===== src/rtl/esd_pkg.sv =====
// ============================================================================
// esd_pkg
// Shared types and constants for the escaped sample deframer: control
// bytes, sample kind codes, register indexes and the result record.
// ============================================================================
package esd_pkg;

    // Control bytes of the byte-stuffed stream
    localparam logic [7:0] ESC_BYTE  = 8'h66;
    localparam logic [7:0] CMD_START = 8'h01;
    localparam logic [7:0] CMD_STOP  = 8'h02;

    // Sample kind codes
    localparam logic [2:0] KIND_BYTE  = 3'd0;
    localparam logic [2:0] KIND_WORD  = 3'd1;
    localparam logic [2:0] KIND_DWORD = 3'd2;
    localparam logic [2:0] KIND_FLT32 = 3'd3;
    localparam logic [2:0] KIND_FLT64 = 3'd4;

    // Register indexes
    localparam logic REG_SAMPLE_TYPE = 1'b0;
    localparam logic REG_HOLD        = 1'b1;

    typedef struct packed {
        logic        valid;
        logic [63:0] bits;
        logic [2:0]  kind;
    } t_result;

    // Sample size in bytes; zero for unused kinds
    function automatic logic [3:0] sample_size(input logic [2:0] kind);
        logic [3:0] size;
        unique case (kind)
            KIND_BYTE:  size = 4'd1;
            KIND_WORD:  size = 4'd2;
            KIND_DWORD: size = 4'd4;
            KIND_FLT32: size = 4'd4;
            KIND_FLT64: size = 4'd8;
            default:    size = 4'd0;
        endcase
        return size;
    endfunction

endpackage


===== src/rtl/esd_core.sv =====
// ============================================================================
// esd_core
// Deframer state: escape decode, capture flag, byte count and the sample
// assembly word. Produces at most one completed sample per transaction.
// ============================================================================
module esd_core (
    input  logic             i_clk,
    input  logic             i_rst_n,
    input  logic             i_take,
    input  logic [7:0]       i_rx_byte,
    input  logic [2:0]       i_sample_type,
    input  logic             i_hold,
    input  logic             i_type_wr,
    output esd_pkg::t_result o_result
);
    import esd_pkg::*;

    logic        r_esc;
    logic        r_capt;
    logic [2:0]  r_count;
    logic [63:0] r_word;

    logic        n_esc;
    logic        n_capt;
    logic [2:0]  n_count;
    logic [63:0] n_word;

    logic [3:0]  size;
    logic        is_data;
    logic        take_data;
    logic        done;
    logic [63:0] ins_word;
    logic [63:0] keep_mask;

    assign size = sample_size(i_sample_type);

    // Classify the byte: plain data, or a literal escape after an escape
    always_comb begin
        if (r_esc) begin
            is_data = (i_rx_byte == ESC_BYTE);
        end else begin
            is_data = (i_rx_byte != ESC_BYTE);
        end
    end

    assign take_data = i_take && is_data && r_capt && (size != 4'd0);
    assign done      = ({1'b0, r_count} + 4'd1) >= size;

    // Insert the byte into its lane and build the size mask
    always_comb begin
        ins_word  = r_word;
        keep_mask = '0;
        for (int k = 0; k < 8; k++) begin
            if (r_count == 3'(k)) begin
                ins_word[8*k +: 8] = i_rx_byte;
            end
            if (4'(k) < size) begin
                keep_mask[8*k +: 8] = 8'hFF;
            end
        end
    end

    // Next-state logic
    always_comb begin
        n_esc   = r_esc;
        n_capt  = r_capt;
        n_count = r_count;
        n_word  = r_word;
        if (i_type_wr) begin
            n_capt  = 1'b0;
            n_count = '0;
        end else if (i_take) begin
            if (r_esc) begin
                n_esc = 1'b0;
                if (i_rx_byte == CMD_START) begin
                    n_capt  = 1'b1;
                    n_count = '0;
                end else if (i_rx_byte == CMD_STOP) begin
                    n_capt  = 1'b0;
                    n_count = '0;
                end
            end else if (i_rx_byte == ESC_BYTE) begin
                n_esc = 1'b1;
            end
            if (take_data) begin
                n_word  = ins_word;
                n_count = done ? 3'd0 : r_count + 3'd1;
            end
        end
    end

    // Result of this transaction
    always_comb begin
        o_result.valid = take_data && done && !i_hold;
        o_result.bits  = ins_word & keep_mask;
        o_result.kind  = i_sample_type;
    end

    // Hold control state, advance on each transaction
    always_ff @(posedge i_clk) begin
        if (!i_rst_n) begin
            r_esc   <= 1'b0;
            r_capt  <= 1'b0;
            r_count <= '0;
        end else begin
            r_esc   <= n_esc;
            r_capt  <= n_capt;
            r_count <= n_count;
        end
    end

    always_ff @(posedge i_clk) begin
        if (!i_rst_n) begin
            r_word <= '0;
        end else begin
            r_word <= n_word;
        end
    end

    // Type write always leaves capture off and the count cleared
    a_type_wr_clears: assert property (@(posedge i_clk) disable iff (!i_rst_n)
        i_type_wr |=> (!r_capt && r_count == 3'd0))
        else $error("type write did not clear capture state");

    // Count never reaches the sample size of a legal kind
    a_count_below_size: assert property (@(posedge i_clk) disable iff (!i_rst_n)
        (size != 4'd0) |-> ({1'b0, r_count} < size))
        else $error("byte count out of range for sample kind");

    // A sample is produced only while capturing
    a_result_needs_capture: assert property (@(posedge i_clk) disable iff (!i_rst_n)
        o_result.valid |-> (r_capt && i_take))
        else $error("sample emitted outside capture");

endmodule


===== src/rtl/esd_out_reg.sv =====
// ============================================================================
// esd_out_reg
// Result register between the deframer and the output channel. Loads a new
// sample while empty or while the previous one is being taken.
// ============================================================================
module esd_out_reg (
    input  logic             i_clk,
    input  logic             i_rst_n,
    input  logic             i_load,
    input  esd_pkg::t_result i_result,
    input  logic             i_out_ready,
    output logic             o_space,
    output logic             o_out_valid,
    output logic [63:0]      o_sample_bits,
    output logic [2:0]       o_sample_kind
);
    import esd_pkg::*;

    logic        r_valid;
    logic [63:0] r_bits;
    logic [2:0]  r_kind;

    assign o_space = !r_valid || i_out_ready;

    // Valid flag: set on load, drop when taken
    always_ff @(posedge i_clk) begin
        if (!i_rst_n) begin
            r_valid <= 1'b0;
        end else if (i_load && i_result.valid) begin
            r_valid <= 1'b1;
        end else if (i_out_ready) begin
            r_valid <= 1'b0;
        end
    end

    // Payload
    always_ff @(posedge i_clk) begin
        if (i_load && i_result.valid) begin
            r_bits <= i_result.bits;
            r_kind <= i_result.kind;
        end
    end

    assign o_out_valid   = r_valid;
    assign o_sample_bits = r_bits;
    assign o_sample_kind = r_kind;

    // Only legal kinds leave the block
    a_kind_legal: assert property (@(posedge i_clk) disable iff (!i_rst_n)
        r_valid |-> (r_kind <= KIND_FLT64))
        else $error("illegal sample kind on output");

endmodule


===== src/rtl/escaped_sample_deframer.sv =====
// ============================================================================
// escaped_sample_deframer
// Byte-stuffed serial deframer: decodes escapes and start/stop commands and
// assembles captured bytes into little-endian samples of 1, 2, 4 or 8 bytes.
// ============================================================================
// A completing byte shows its sample on the output in the cycle after its
// transaction. Throughput: one byte per cycle, limited only by the
// single output register draining. Reset (synchronous, active low) clears
// the escape, capture and count state, the sample assembly word and both
// registers.
module escaped_sample_deframer (
    input  logic        i_clk,
    input  logic        i_rst_n,
    input  logic        i_in_valid,
    output logic        o_in_ready,
    input  logic [7:0]  i_rx_byte,
    output logic        o_out_valid,
    input  logic        i_out_ready,
    output logic [63:0] o_sample_bits,
    output logic [2:0]  o_sample_kind,
    input  logic        psel,
    input  logic        penable,
    input  logic        pwrite,
    input  logic [2:0]  paddr,
    input  logic [31:0] pwdata,
    output logic [31:0] prdata,
    output logic        pready
);
    import esd_pkg::*;

    logic [2:0] r_type;
    logic       r_hold;
    logic       wr_en;
    logic       type_wr;
    logic       take;
    logic       space;
    t_result    result;

    assign pready  = 1'b1;
    assign wr_en   = psel && penable && pwrite;
    assign type_wr = wr_en && (paddr[2] == REG_SAMPLE_TYPE);

    // Configuration registers
    always_ff @(posedge i_clk) begin
        if (!i_rst_n) begin
            r_type <= KIND_BYTE;
            r_hold <= 1'b0;
        end else if (wr_en) begin
            unique case (paddr[2])
                REG_SAMPLE_TYPE: r_type <= pwdata[2:0];
                REG_HOLD:        r_hold <= pwdata[0];
                default:         r_hold <= r_hold;
            endcase
        end
    end

    // Register readback
    always_comb begin
        unique case (paddr[2])
            REG_SAMPLE_TYPE: prdata = {29'd0, r_type};
            REG_HOLD:        prdata = {31'd0, r_hold};
            default:         prdata = '0;
        endcase
    end

    assign o_in_ready = space;
    assign take       = i_in_valid && space;

    esd_core u_core (
        .i_clk         (i_clk),
        .i_rst_n       (i_rst_n),
        .i_take        (take),
        .i_rx_byte     (i_rx_byte),
        .i_sample_type (r_type),
        .i_hold        (r_hold),
        .i_type_wr     (type_wr),
        .o_result      (result)
    );

    esd_out_reg u_out (
        .i_clk         (i_clk),
        .i_rst_n       (i_rst_n),
        .i_load        (take),
        .i_result      (result),
        .i_out_ready   (i_out_ready),
        .o_space       (space),
        .o_out_valid   (o_out_valid),
        .o_sample_bits (o_sample_bits),
        .o_sample_kind (o_sample_kind)
    );

endmodule

===== config.mk =====
export PLATFORM = sky130hd
export DESIGN_NAME = escaped_sample_deframer
export DESIGN_NICKNAME = d
export VERILOG_FILES = /design/src/rtl/esd_pkg.sv /design/src/rtl/esd_core.sv /design/src/rtl/esd_out_reg.sv /design/src/rtl/escaped_sample_deframer.sv
export SDC_FILE = /design/constraint.sdc
export NUM_CORES = 1
export LEC_CHECK = 0
export ABC_AREA = 1
export ABC_CLOCK_PERIOD_IN_PS = 7350
export BUFFER_PORTS_ARGS = -buffer_cell sky130_fd_sc_hd__buf_2
export CORE_MARGIN = 2
export CORE_UTILIZATION = 58
export DETAILED_ROUTE_END_ITERATION = 16
export PLACE_DENSITY_LB_ADDON = 0.08
export RECOVER_POWER = 50
export SETUP_SLACK_MARGIN = 0.2
export SKIP_LAST_GASP = 1
export SYNTH_ARGS = -nofsm -noshare
export SYNTH_HDL_FRONTEND = slang
export SYNTH_SLANG_ARGS = --single-unit

===== constraint.sdc =====
create_clock -name i_clk -period 7.35 [get_ports i_clk]
set_input_delay 0.735 -clock i_clk [delete_from_list [all_inputs] [get_ports i_clk]]
set_output_delay 0.735 -clock i_clk [all_outputs]
set_load 0.01 [all_outputs]

# Yosys cells after proc, flatten, opt, wreduce, memory -nomap -nowiden
# Cells that the tools add are included.
[word_totals]
reg_bits = 141
in_bits = 50
out_inout_bits = 102
wordCells = 97
[classes]
addsub = 2
n_lt_le_gt_ge = 9
n_eq_ne = 15
muxes = 30
bitwise = 4
reduce_logical = 28
[ops]
columns = ["operator", "count"]
rows = [
  ["2-to-1 mux 8 bit", 16],
  ["AND 64 bit", 1],
  ["one-hot mux 32 bit (2 select lines)", 1],
  ["< comparator 3 x 4 -> 1 bit (first input constant)", 4],
  ["one-hot mux 4 bit (4 select lines)", 1],
  ["== test 3 bit (second input constant)", 5],
  ["2-to-1 mux 3 bit", 5],
  ["== test 3 x 2 -> 1 bit (second input constant)", 4],
  ["logical AND 1 bit", 10],
  ["AND reduction 3 bit", 3],
  ["== test 8 x 1 -> 1 bit (second input constant)", 1],
  ["== test 8 x 2 -> 1 bit (second input constant)", 1],
  ["== test 8 x 7 -> 1 bit (second input constant)", 1],
  ["< comparator 1 x 4 -> 1 bit (first input constant)", 2],
  ["< comparator 2 x 4 -> 1 bit (first input constant)", 2],
  ["inequality test 8 x 7 -> 1 bit (second input constant)", 1],
  ["2-to-1 mux 1 bit", 7],
  ["== test 3 x 1 -> 1 bit (second input constant)", 2],
  ["logical NOT 3 bit", 2],
  ["AND reduction 2 bit", 3],
  ["nonzero test 2 bit", 3],
  ["adder 3 x 1 -> 4 bit (second input constant)", 1],
  [">= comparator 4 bit", 1],
  ["nonzero test 4 bit", 1],
  ["other kinds (6)", 10],
]

# Depth between registers and ports, before layout
# Gate-level depths: netlist of the first run.
[depth]
ltp_word = 10
ltp_mapped = 14
ltp_nobuf = 13

# Cells and area by module
# From an unflattened synthesis of the first run, not the netlist that was laid out.
[hier_totals]
cells_unflattened = 795
area_unflattened_um2 = 6675.2
[modules_own_cells]
columns = ["mod", "instances", "cells_each", "area_per_inst_um2", "seq_area_each_um2"]
rows = [
  ["esd_core", 1, 651, 4160.2, 1381.3],
  ["esd_out_reg", 1, 74, 2062.0, 2031.9],
  ["escaped_sample_deframer", 1, 70, 452.9, 80.1],
]

# Worst setup path before layout of the first run
# Ideal clock, no wire load.
[synth_timing]
kind = "flip-flop to flip-flop"
from = "reg r_type[0]"
to = "reg u_out.r_bits[0], in the netlist u_out.o_sample_bits[0] (enable)"
setup_ns = 0.421
t_arrival_ns = 2.908
required_time_ns = 6.929
slack_ns = 4.021
path_stages_with_launch = 13
path_buffers = 1
period_less_slack_ns = 3.329
path_cell_list = "dfxtp_1 nor2_2 inv_1 nor2_1 inv_1 buf_1 ha_1 nand2_1 inv_1 nand2_1 nand2_1 nand2_1 inv_1"
[synth_via]
elab_chain_cells = 8
word_cells_on_any_way = 13
cone_classes = "order compare: 1; eq/ne: 4; mux: 1; reduce/logical: 7"
[synth_lines]
columns = ["item", "line_no", "rtl"]
rows = [
  ["from (decl)", "escaped_sample_deframer.sv:31", "logic [2:0] r_type;"],
  ["from (signal assigned)", "escaped_sample_deframer.sv:50", "REG_SAMPLE_TYPE: r_type <= pwdata[2:0];"],
  ["== test 3 x 2 -> 1 bit", "esd_pkg.sv:33", "unique case (kind)"],
  ["OR reduction 2 bit (no line)", "-", ""],
  ["one-hot mux 4 bit (4 select lines) (*)", "esd_pkg.sv:33", ""],
  ["parallel branches: the longest is 2 deep, another holds >= comparator 4 bit", "-", ""],
  ["logical AND 1 bit (*) (2 in a row)", "esd_core.sv:94", "o_result.valid = take_data && done && !i_hold;"],
  ["logical AND 1 bit (*)", "esd_out_reg.sv:38", "if (i_load && i_result.valid) begin"],
  ["to (signal assigned)", "esd_out_reg.sv:39", "r_bits <= i_result.bits;"],
  ["to (decl)", "esd_out_reg.sv:20", "logic [63:0] r_bits;"],
]
# Mark *: on every way between the ends.
# A chain may end at the register's enable or synchronous reset.

# Worst setup path in the final report of the first run
[layout_timing]
from = "in i_rst_n"
to = "reg u_core.r_count[1]"
[layout_via]
elab_chain_cells = 2
[layout_lines]
columns = ["item", "line_no", "rtl"]
rows = [
  ["from (decl)", "escaped_sample_deframer.sv:13", "input logic i_rst_n,"],
  ["NOT 1 bit (no line)", "-", ""],
  ["OR reduction 2 bit (no line)", "-", ""],
  ["to (signal assigned)", "esd_core.sv:108", "r_count <= n_count;"],
  ["to (decl)", "esd_core.sv:20", "logic [2:0] r_count;"],
]
# No other way between the ends.

==> results of run 1 <==
## per-layer routing
metal  global-route usage  vias up
li1                     -     2744
met1                0.321     2623
met2                0.398      191
met3               0.0536       30
met4                0.107        0
met5                    0        -
## cell type report
| class | count | area share |
|---|---|---|
| clock buffers | 20 | 0.0592 |
| flip-flops and latches | 141 | 0.463 |
| well taps | 143 | 0.0237 |
| repair buffers | 92 | 0.0494 |
| inverters | 141 | 0.0705 |
| clock inverters | 12 | 0.0224 |
| multi-input cells | 553 | 0.312 |
## registers in the layout, indices dropped and copies added (netlist names)
| signal | cells |
|---|---|
| r_hold | 1 |
| r_type | 3 |
| u_core.r_capt | 1 |
| u_core.r_count | 3 |
| u_core.r_esc | 1 |
| u_core.r_word | 64 |
| u_out.o_out_valid | 1 |
| u_out.o_sample_bits | 64 |
| u_out.o_sample_kind | 3 |
## cell usage after synthesis (all sizes together)
library cell	instances	area [sq um]
nand2	283	1070
inv	140	528
nor2	116	453
dfxtp	74	1480
o21ai	69	345
edfxtp	67	2010
buf	50	362
a21oi	26	134
clkbuf	11	41.3
ha	11	138
nand3	9	45.0
nand4	7	43.8
conb	2	7.51
nor3	2	10.0
clkinv	1	3.75
## through the flow
| step | utilization | setup WS (ns) |
|---|---|---|
| 2_1_floorplan | - | 4.02 |
| 3_3_place_gp | 0.621 | 3.84 |
| 3_5_place_dp | 0.621 | 3.71 |
| 4_1_cts | 0.675 | 3.67 |
| 5_1_grt | 0.666 | 2.98 |
| 6_report | 0.666 | 3.26 |
## worst paths after layout
path | startpoint | endpoint | slack, ns | cells past startpoint
worst max-delay path | i_rst_n | u_core.r_count[1] | 3.26 | 6
worst min-delay path | u_core.r_word[23] | u_core.r_word[23] | 0.47 | 2
worst max register to register | r_type[0] | u_out.o_sample_bits[51] | 3.69 | 12
worst min register to register | u_core.r_word[23] | u_core.r_word[23] | 0.47 | 2
## cell families (layout without fill, tap and decap cells)
logic type,after synthesis,count (layout)
adder cells (fa/ha/maj),11,11
AO/OA/AOI/OAI,95,95
flip-flops,141,141
other,2,30
AND/OR/NAND/NOR,417,417
buffers and inverters,202,265
## critical path, cell delays in order
cell      delay, ns
buf_2          0.07
clkbuf_1       1.73
clkinv_1       1.31
nor2_1         0.31
inv_1          0.12
a21oi_1        0.12
## power by group
part | internal [mW] | total, mW | switching (mW)
registers | 0.817 | 0.818 | 0.000833
clock network | 0.573 | 0.899 | 0.326
logic | 0.0133 | 0.0572 | 0.0438
==> qor.txt, run 1 <==
Dpl cell area: 7030 sq um
Failing checks: capacitance limit, slew limit
Clock Skews: 0.00541 ns
Starting Density: 0.590
Avg Cell Area, Syn: 7.69 sq um
Final hold vios: 0
First-pass GRT wire length: 24.4 mm
Highest clock rate: 0.244 GHz
Post-Synth XOR/XNOR Area: 0
YS warnings: 0
Hold Slack: 0.471 ns
Final instance area: 7540 sq um
CP Data Arrival Time: 4.44 ns
Post-placement cell count: 1070
Finished Layout Cells: 1102
Clk Latency, worst-skew pair: 0.42 ns
Post-DP HPWL: 9.57 mm
DR vias: 5588
Die W: 111 um
Chip height: 111 um
Simple-gate share of the synthesized area: 0.244
Hold_buf cts: 0
Final #Nets: 1007
Slew HR: -0.637
Vias in the first global route: 5155
Status: finished, violations left
Total power: 1.77 mW
Startpoint class of the critical path: primary input
Die ar.: 12400 sq um
Vias per Instance: 5.07
Maximum capacitance violations: 1
Mux cell area share after synthesis: 0
Worst Setup End Kind: flop
Clk buf depth: 2
Largest family of logic cells by synthesized area: simple AND/OR/NAND/NOR gates
Worst hold path class: reg -> reg
Mapped cell area: 6680 sq um
Port Buffers: 90
Power per Cell Area: 235 nW/um^2
Largest net degree at the start of global routing: 66
Register area: 3490 sq um
Met2 Wirelength: 7.49 mm
Clock transition at path regs: 0.06 ns
Synth unique cells: 26
Final setup fails: 0
Total GRT Usage: 0.246
Yosys reg bits: 141
CP Data Required Time: 7.70 ns
Critical path type: in -> reg
Pleak: 3.23 nW
Post-Syn Instances: 868
Sequential element share of the synthesized area: 0.523
Slew Limit Fails: 54
Synth Area in Compound Gates: 0.0717
Setup Buffers After CTS: 0
Top Metal Used: met4
Most frequent cells in the layout: nand2_1, inv_1, nor2_1, clkbuf_1, dfxtp_1
Worst VDD drop: 120 uV
Minimum clock period: 4.09 ns
Worst Tran Pin Value: 2.46 ns
IO Count: 152
N_diodes: 0
Clock Sinks: 141
Post-route ant nets: 0
Initial drt markers: 368
Initial antenna violation count: 0
Grt total ovfl: 0
Share of cells above drive strength 1: 0.0605
Htree depth: 4
Routed length on met3: 896 um
Initial DRT Pass Iterations: 4
Routability congestion estimate from global placement: 0.879
Commonest non-fill, non-tap cell in the layout: nand2_1
Worst Path Max Fanout: 53
Num CTS Buffers: 17
Rows: 39
Post-synthesis adder-cell area fraction: 0.0206
Fillers: 953
RSZ-0062 raised after global routing: no
Final Cycle Share: 0.557
Final wirelength: 15.2 mm
Synth-to-Final Area Change: 12.9%
Core Area: 11300 sq um
Drt drc: 0
Clk root buf: clkbuf_16
Drt wl/cell: 13.8 um
WL met1: 6.51 mm
Area of the multi-input gates: 2350 sq um
TritonCTS clock tree: yes
Resized cells post-CTS: 0
Setup TNS: 0 ns
Note: power is estimated with default switching activity, not from simulation.
==> run 2: changes to the inputs <==
--- a/config.mk
+++ b/config.mk
@@ -5,11 +5,11 @@
 export SDC_FILE = /design/constraint.sdc
 export NUM_CORES = 1
 export LEC_CHECK = 0
-export ABC_AREA = 1
-export ABC_CLOCK_PERIOD_IN_PS = 7350
+export ABC_AREA = 0
+export ABC_CLOCK_PERIOD_IN_PS = 3720
 export BUFFER_PORTS_ARGS = -buffer_cell sky130_fd_sc_hd__buf_2
 export CORE_MARGIN = 2
-export CORE_UTILIZATION = 58
+export CORE_UTILIZATION = 48
 export DETAILED_ROUTE_END_ITERATION = 16
 export PLACE_DENSITY_LB_ADDON = 0.08
 export RECOVER_POWER = 50
==> constraint.sdc (replaced) <==
create_clock -name i_clk -period 3.72 [get_ports i_clk]
set_input_delay 0.372 -clock i_clk [delete_from_list [all_inputs] [get_ports i_clk]]
set_output_delay 0.372 -clock i_clk [all_outputs]
set_load 0.01 [all_outputs]
==> run 2 against run 1 <==
Net effect:
- the run still ends with capacitance limit, slew limit left
- non-clock buffer count rose by 6
- hold slack got worse by 0.26 ns
- total power rose by 99%
- register-to-register slack got worse by 2.9 ns
- critical path depth rose by 1
- sequential power rose by 97%
- synthesized area fell by 4.9%
- cell area fell by 2.4%
==> qor.txt, run 2 <==
Mapped cell area: 6350 sq um (-4.9%)
Post-Syn Instances: 620 (-29%)
Sequential element share of the synthesized area: 0.550 (+0.0272)
Number of synthesized flops with an enable pin: 67 (unchanged)
CP Data Arrival Time: 3.20 ns (-1.24 ns)
Final hold vios: 0 (unchanged)
Worst Tran Pin Value: 1.68 ns (-0.773 ns)
Vias in the first global route: 4314 (-16%)
Die W: 119 um (+6.9%)
Cell Chain, Critical Path: inv_1 > ha_1 > inv_1 > ha_1 > a2111oi_0 > o21ai_0 > o32ai_1
Initial antenna violation count: 0 (unchanged)
Synth-to-Final Area Change: 16.0%
Main area contributors after synthesis: edfxtp_1, dfxtp_1, mux2i_1
Power per Cell Area: 480 nW/um^2 (+100%)
Htree depth: 4 (unchanged)
Cell family contributing the most delay on the critical path: compound AO/OA/AOI/OAI gates
Initial drt markers: 368 (unchanged)
Avg Cell Area, Syn: 10.2 sq um (+33%)
Worst Path Buf+Inv: 2 (-2)
Synth unique cells: 38 (+46%)
Failing checks: capacitance limit, slew limit
Final setup fails: 0 (unchanged)
Most frequent cells in the layout: nand2_1, mux2i_1, clkbuf_1, dfxtp_1, edfxtp_1
Ys async rst share: 0 (unchanged)
Clk Latency, worst-skew pair: 0.42 ns (about the same)
RSZ-0062 raised after global routing: no
Largest net degree at the start of global routing: 69 (+4.5%)
Maximum capacitance violations: 1 (unchanged)
Rows: 42 (+7.7%)
Worst Path Max Fanout: 11 (-79%)
Status: finished, violations left
Clk buf depth: 2 (unchanged)
Grt total ovfl: 0 (unchanged)
Clk root buf: clkbuf_16
First-pass GRT wire length: 23.7 mm (-2.7%)
Port Buffers: 90 (unchanged)
Drt wl/cell: 17.0 um (+24%)
Post-DP HPWL: 9.44 mm (-1.3%)
Highest clock rate: 0.347 GHz
Dpl cell area: 6830 sq um (-2.8%)
Drt drc: 0 (unchanged)
Synth top area share: 0.317 (+0.0157)
Final Cycle Share: 0.775
Die ar.: 14200 sq um (+14%)
YS warnings: 0 (unchanged)
Fin util: 0.563 (-0.103)
Commonest non-fill, non-tap cell in the layout: nand2_1
Worst Setup End Kind: flop
Final wirelength: 15.1 mm (-0.53%)
Hold_buf cts: 0 (unchanged)
Worst VDD drop: 240 uV (+100%)
Critical path type: reg -> reg
Max stage delay on crit path: 0.81 ns (-0.92 ns)
Dominant cell by count in the synthesized netlist: nand2_1
Yosys reg bits: 141 (unchanged)
Clock Skews: 0.00818 ns (+0.00278 ns)
Pleak: 2.68 nW (-17%)
Final #Nets: 759 (-25%)
Slew HR: -0.122 (+0.515)
Resized cells post-CTS: 0 (unchanged)
N_diodes: 0 (unchanged)
Total GRT Usage: 0.222 (-0.0233)
Minimum clock period: 2.88 ns
Core Area: 13100 sq um (+16%)
Starting Density: 0.485 (-0.105)
Critical-path top delay cell: a2111oi_0
Clock transition at path regs: 0.06 ns (about the same)
Yosys top cell by area: edfxtp_1
Post-synth top cells: nand2_1, mux2i_1, dfxtp_1, edfxtp_1, a21oi_1
Post-synth top flop: dfxtp_1
Post-route ant nets: 0 (unchanged)
Final instance area: 7360 sq um (-2.4%)
Slew Limit Fails: 37 (-31%)
Chip height: 119 um (+6.9%)
Vias per Instance: 5.17 (+2.0%)
Setup Buffers After CTS: 0 (unchanged)
Startpoint class of the critical path: flop
Routability congestion estimate from global placement: 0.810 (-7.9%)
TritonCTS clock tree: yes
Share of cells above drive strength 1: 0.0985 (+0.0380)
Worst hold path class: in -> reg
CP Data Required Time: 4.03 ns (-3.67 ns)
Initial DRT Pass Iterations: 5 (+1)
Clock Sinks: 141 (unchanged)
DR vias: 4586 (-18%)
IO Count: 152 (unchanged)
Num CTS Buffers: 17 (unchanged)
[run 2: cell count changes after synthesis, moves of 23 or more]
cell     before  now
inv_1       136    9
nor2_1      113   21
nand2_1     280  181
o21ai_0      64    2
a21oi_1      25   48
mux2i_1       0   85
[run 2: layout make-up]
type	instances	area, sq um
clock inverter	13	189
sequential	141	3490
timing repair buffer	98	428
fill	1155	5720
multi-input combinational	431	2550
inverter	9	36.3
tap	176	220
clock buffer	19	443
[run 2: stage by stage]
stage	instances	worst slack (ns)	power, mW	hold WS [ns]	setup TNS, ns
after floorplan	648	-0.326	1.75	0.434	-22.09
after global placement	855	1.00	1.77	0.442	0
after detailed placement	855	0.891	1.77	0.447	0
after CTS	887	0.890	3.55	0.195	0
after global routing	887	0.590	3.63	0.203	0
final	887	0.838	3.53	0.207	0
[run 2: final timing paths]
path                             to  cells past startpoint               from  slack (ns)
setup / recovery  u_core.r_count[1]                      7  u_core.r_count[2]        0.84
hold / removal            r_type[1]                      3          pwdata[1]        0.21
setup reg to reg  u_core.r_count[1]                      7  u_core.r_count[2]        0.84
hold reg to reg   u_core.r_word[62]                      2  u_core.r_word[62]        0.46
[run 2: cells by family (layout without fill, tap and decap cells)]
kind of cell	after synthesis	after routing	synth area share
and+or+nand+nor	242	242	0.167
other	2	30	0.00118
AOI/OAI and AO/OA	60	60	0.0524
muxes	87	87	0.138
DFF	141	141	0.550
xor gates and xnor gates	1	1	0.00138
buffers and inverters	76	139	0.0684
adders and majority gates	11	11	0.0217
[run 2: layer usage]
layer	global-route usage	part of all wire	vias to the layer above
met4	0.0670	0.014	0
met1	0.305	0.45	2195
li1	-	-	2199
met3	0.0493	0.065	18
met2	0.353	0.47	174
met5	0	0	-
[run 2: tightest hold or removal path, cell delays in order]
cell and delay (ns):
buf_2 0.07, mux2i_1 0.05, nor2b_1 0.09
[run 2: report_power, final]
part	internal [mW]	leakage (nW)	switching, mW	total [mW]
clock network	1.15	0.304	0.650	1.79
registers	1.61	1.19	0.00152	1.61
logic	0.0243	1.18	0.0981	0.122
==> run 3: changes to the inputs <==
--- a/config.mk
+++ b/config.mk
@@ -6,10 +6,10 @@
 export NUM_CORES = 1
 export LEC_CHECK = 0
 export ABC_AREA = 0
-export ABC_CLOCK_PERIOD_IN_PS = 3720
+export ABC_CLOCK_PERIOD_IN_PS = 2850
 export BUFFER_PORTS_ARGS = -buffer_cell sky130_fd_sc_hd__buf_2
 export CORE_MARGIN = 2
-export CORE_UTILIZATION = 48
+export CORE_UTILIZATION = 54
 export DETAILED_ROUTE_END_ITERATION = 16
 export PLACE_DENSITY_LB_ADDON = 0.08
 export RECOVER_POWER = 50
==> constraint.sdc (replaced) <==
create_clock -name i_clk -period 2.85 [get_ports i_clk]
set_input_delay 0.285 -clock i_clk [delete_from_list [all_inputs] [get_ports i_clk]]
set_output_delay 0.285 -clock i_clk [all_outputs]
set_load 0.01 [all_outputs]
==> run 3 against run 2 <==
Net effect:
- combinational power up 29%
- via count up 0.59%
- global-route usage up 2.0 points
- cell area down 1.5%
- the flow now finishes without violations
- setup slack worse by 0.42 ns
==> qor.txt, run 3 (synthesis gave the netlist of run 2 again) <==
Status: finished clean
Drt drc: 0 (unchanged)
Slew HR: 0.0218 (+0.144)
Initial antenna violation count: 0 (unchanged)
Drt wl/cell: 17.3 um (+1.6%)
Cell Chain, Critical Path: inv_1 > ha_1 > ha_1 > a2111oi_1 > buf_4 > nor4b_4 > buf_12
Routability congestion estimate from global placement: 0.836 (+3.2%)
First-pass GRT wire length: 23.4 mm (-1.2%)
Worst VDD drop: 378 uV (+57%)
IO Count: 152 (unchanged)
N_diodes: 0 (unchanged)
TritonCTS clock tree: yes
Worst Setup End Kind: flop
Clock Skews: 0.00496 ns (-0.00323 ns)
Final Cycle Share: 0.855 (+0.0800)
Critical-path top delay cell: dfxtp_1
Comb power frac: 0.037 (+0.002)
Power per Cell Area: 586 nW/um^2 (+22%)
Commonest non-fill, non-tap cell in the layout: nand2_1
Pleak: 2.66 nW (-0.63%)
Chip height: 112 um (-5.5%)
Post-DP HPWL: 9.45 mm (+0.14%)
Hold depth: 3 (unchanged)
Clk pwr share: 0.468 (-0.040)
Die W: 112 um (-5.5%)
Sw Ratio: 0.232 (+0.0193)
Internal: 3.27 mW (+17%)
Final Worst Setup Slack: 0.414 ns (-0.424 ns)
RSZ-0062 raised after global routing: no
Dpl ws: 0.317 ns (-0.574 ns)
Slew Limit Fails: 0 (-100%)
Switching pwr: 985 uW (+31%)
Critical path depth: 7 (unchanged)
Hold Slack: 0.138 ns (-0.0690 ns)
CP Data Arrival Time: 2.54 ns (-0.66 ns)
Clk root buf: clkbuf_16
FF-to-FF path depth: 7 (unchanged)
Startpoint class of the critical path: flop
Final setup fails: 0 (unchanged)
Final wirelength: 14.8 mm (-2.0%)
Cell family contributing the most delay on the critical path: adder cells
Initial DRT Pass Iterations: 5 (unchanged)
Vias in the first global route: 4410 (+2.2%)
Vias per Instance: 5.39 (+4.2%)
Starting Density: 0.554 (+0.0684)
Worst R2R Setup Slack: 0.41 ns (-0.42 ns)
Post-route ant nets: 0 (unchanged)
Final hold vios: 0 (unchanged)
Max stage delay on crit path: 0.45 ns (-0.36 ns)
Most frequent CP cell: ha_1
Largest net degree at the start of global routing: 39 (-43%)
Total GRT Usage: 0.242 (+0.0198)
Port Buffers: 90 (unchanged)
Num CTS Buffers: 17 (unchanged)
Setup TNS: 0 ns (unchanged)
CP Data Required Time: 2.96 ns (-1.07 ns)
Grt total ovfl: 0 (unchanged)
DR vias: 4613 (+0.59%)
Core Area: 11500 sq um (-12%)
Clock transition at path regs: 0.06 ns (about the same)
Final #Nets: 761 (+0.26%)
Htree depth: 4 (unchanged)
Clk buf depth: 2 (unchanged)
Share of cells above drive strength 1: 0.102 (+0.00393)
Worst Tran Pin Value: 1.47 ns (-0.216 ns)
Worst Path Buf+Inv: 3 (+1)
Critical path type: reg -> reg
Flop pwr share: 0.495 (+0.038)
Maximum capacitance violations: 0 (-1)
Most frequent cells in the layout: nand2_1, mux2i_1, clkbuf_1, dfxtp_1, edfxtp_1
Minimum clock period: 2.44 ns (-0.446 ns)
Clock Sinks: 141 (unchanged)
Synth-to-Final Area Change: 14.3%
Highest clock rate: 0.411 GHz (+18%)
Initial drt markers: 517 (+40%)
Clk Latency, worst-skew pair: 0.42 ns (about the same)
Worst Path Max Fanout: 36 (+25)
Hold_buf cts: 0 (unchanged)
Fillers: 951 (-18%)
Die ar.: 12600 sq um (-11%)
Rows: 39 (-7.1%)
Worst hold path class: in -> reg
==> run 3: timing repair <==
action	CTS	global route
endpoints found under the setup margin	0	71
buffers inserted	0	0
gates resized for setup	0	2
==> run 3: power groups by stage <==
stage | Clock (mW) | Sequential, mW | Combinational, mW
2_1_floorplan | 0 | 2.15 | 0.133
3_3_place_gp | 0 | 2.15 | 0.153
3_5_place_dp | 0 | 2.15 | 0.155
4_1_cts | 2.00 | 2.11 | 0.155
5_1_grt | 2.09 | 2.11 | 0.167
6_report | 1.99 | 2.11 | 0.157
==> run 3: tightest hold or removal path: stages <==
cell and delay [ns]:
buf_2 0.07, mux2i_1 0.06, nor2b_1 0.10
==> run 3: final cells by class <==
type | instances | area, sq um | area share
Sequential cell | 141 | 3490 | 0.482
Multi-Input combinational cell | 431 | 2560 | 0.352
Timing Repair Buffer | 100 | 453 | 0.0624
Clock buffer | 19 | 443 | 0.0610
Tap cell | 143 | 179 | 0.0247
Clock inverter | 13 | 95.1 | 0.0131
Inverter | 9 | 36.3 | 0.00500
==> run 3: path summary, 6_finish.rpt <==
check	start	end
worst max register to register	u_core.r_count[0]	u_out.o_sample_bits[19]
worst max-delay path	u_core.r_count[0]	u_out.o_sample_bits[19]
worst min-delay path	pwdata[2]	r_type[2]
worst min register to register	u_core.r_word[24]	u_core.r_word[24]
==> run 3: metrics by stage <==
| stage | cell area [sq um] | util | std cells | total power, mW |
|---|---|---|---|---|
| final | 7260 | 0.633 | 856 | 4.25 |
| after global routing | 7260 | 0.633 | 856 | 4.37 |
| after CTS | 7350 | 0.641 | 856 | 4.27 |
| after detailed placement | 6810 | 0.594 | 824 | 2.31 |
| after global placement | 6810 | 0.594 | 824 | 2.30 |
| after floorplan | 6550 | - | 648 | 2.28 |
==> run 3: per-layer routing <==
layer  vias up  global-route usage  wire, um
met1      2197               0.330      6440
met5         -                   0         0
met3        17              0.0394      1050
met2       193               0.398      7140
met4         0              0.0821       188
li1       2206                   -         -
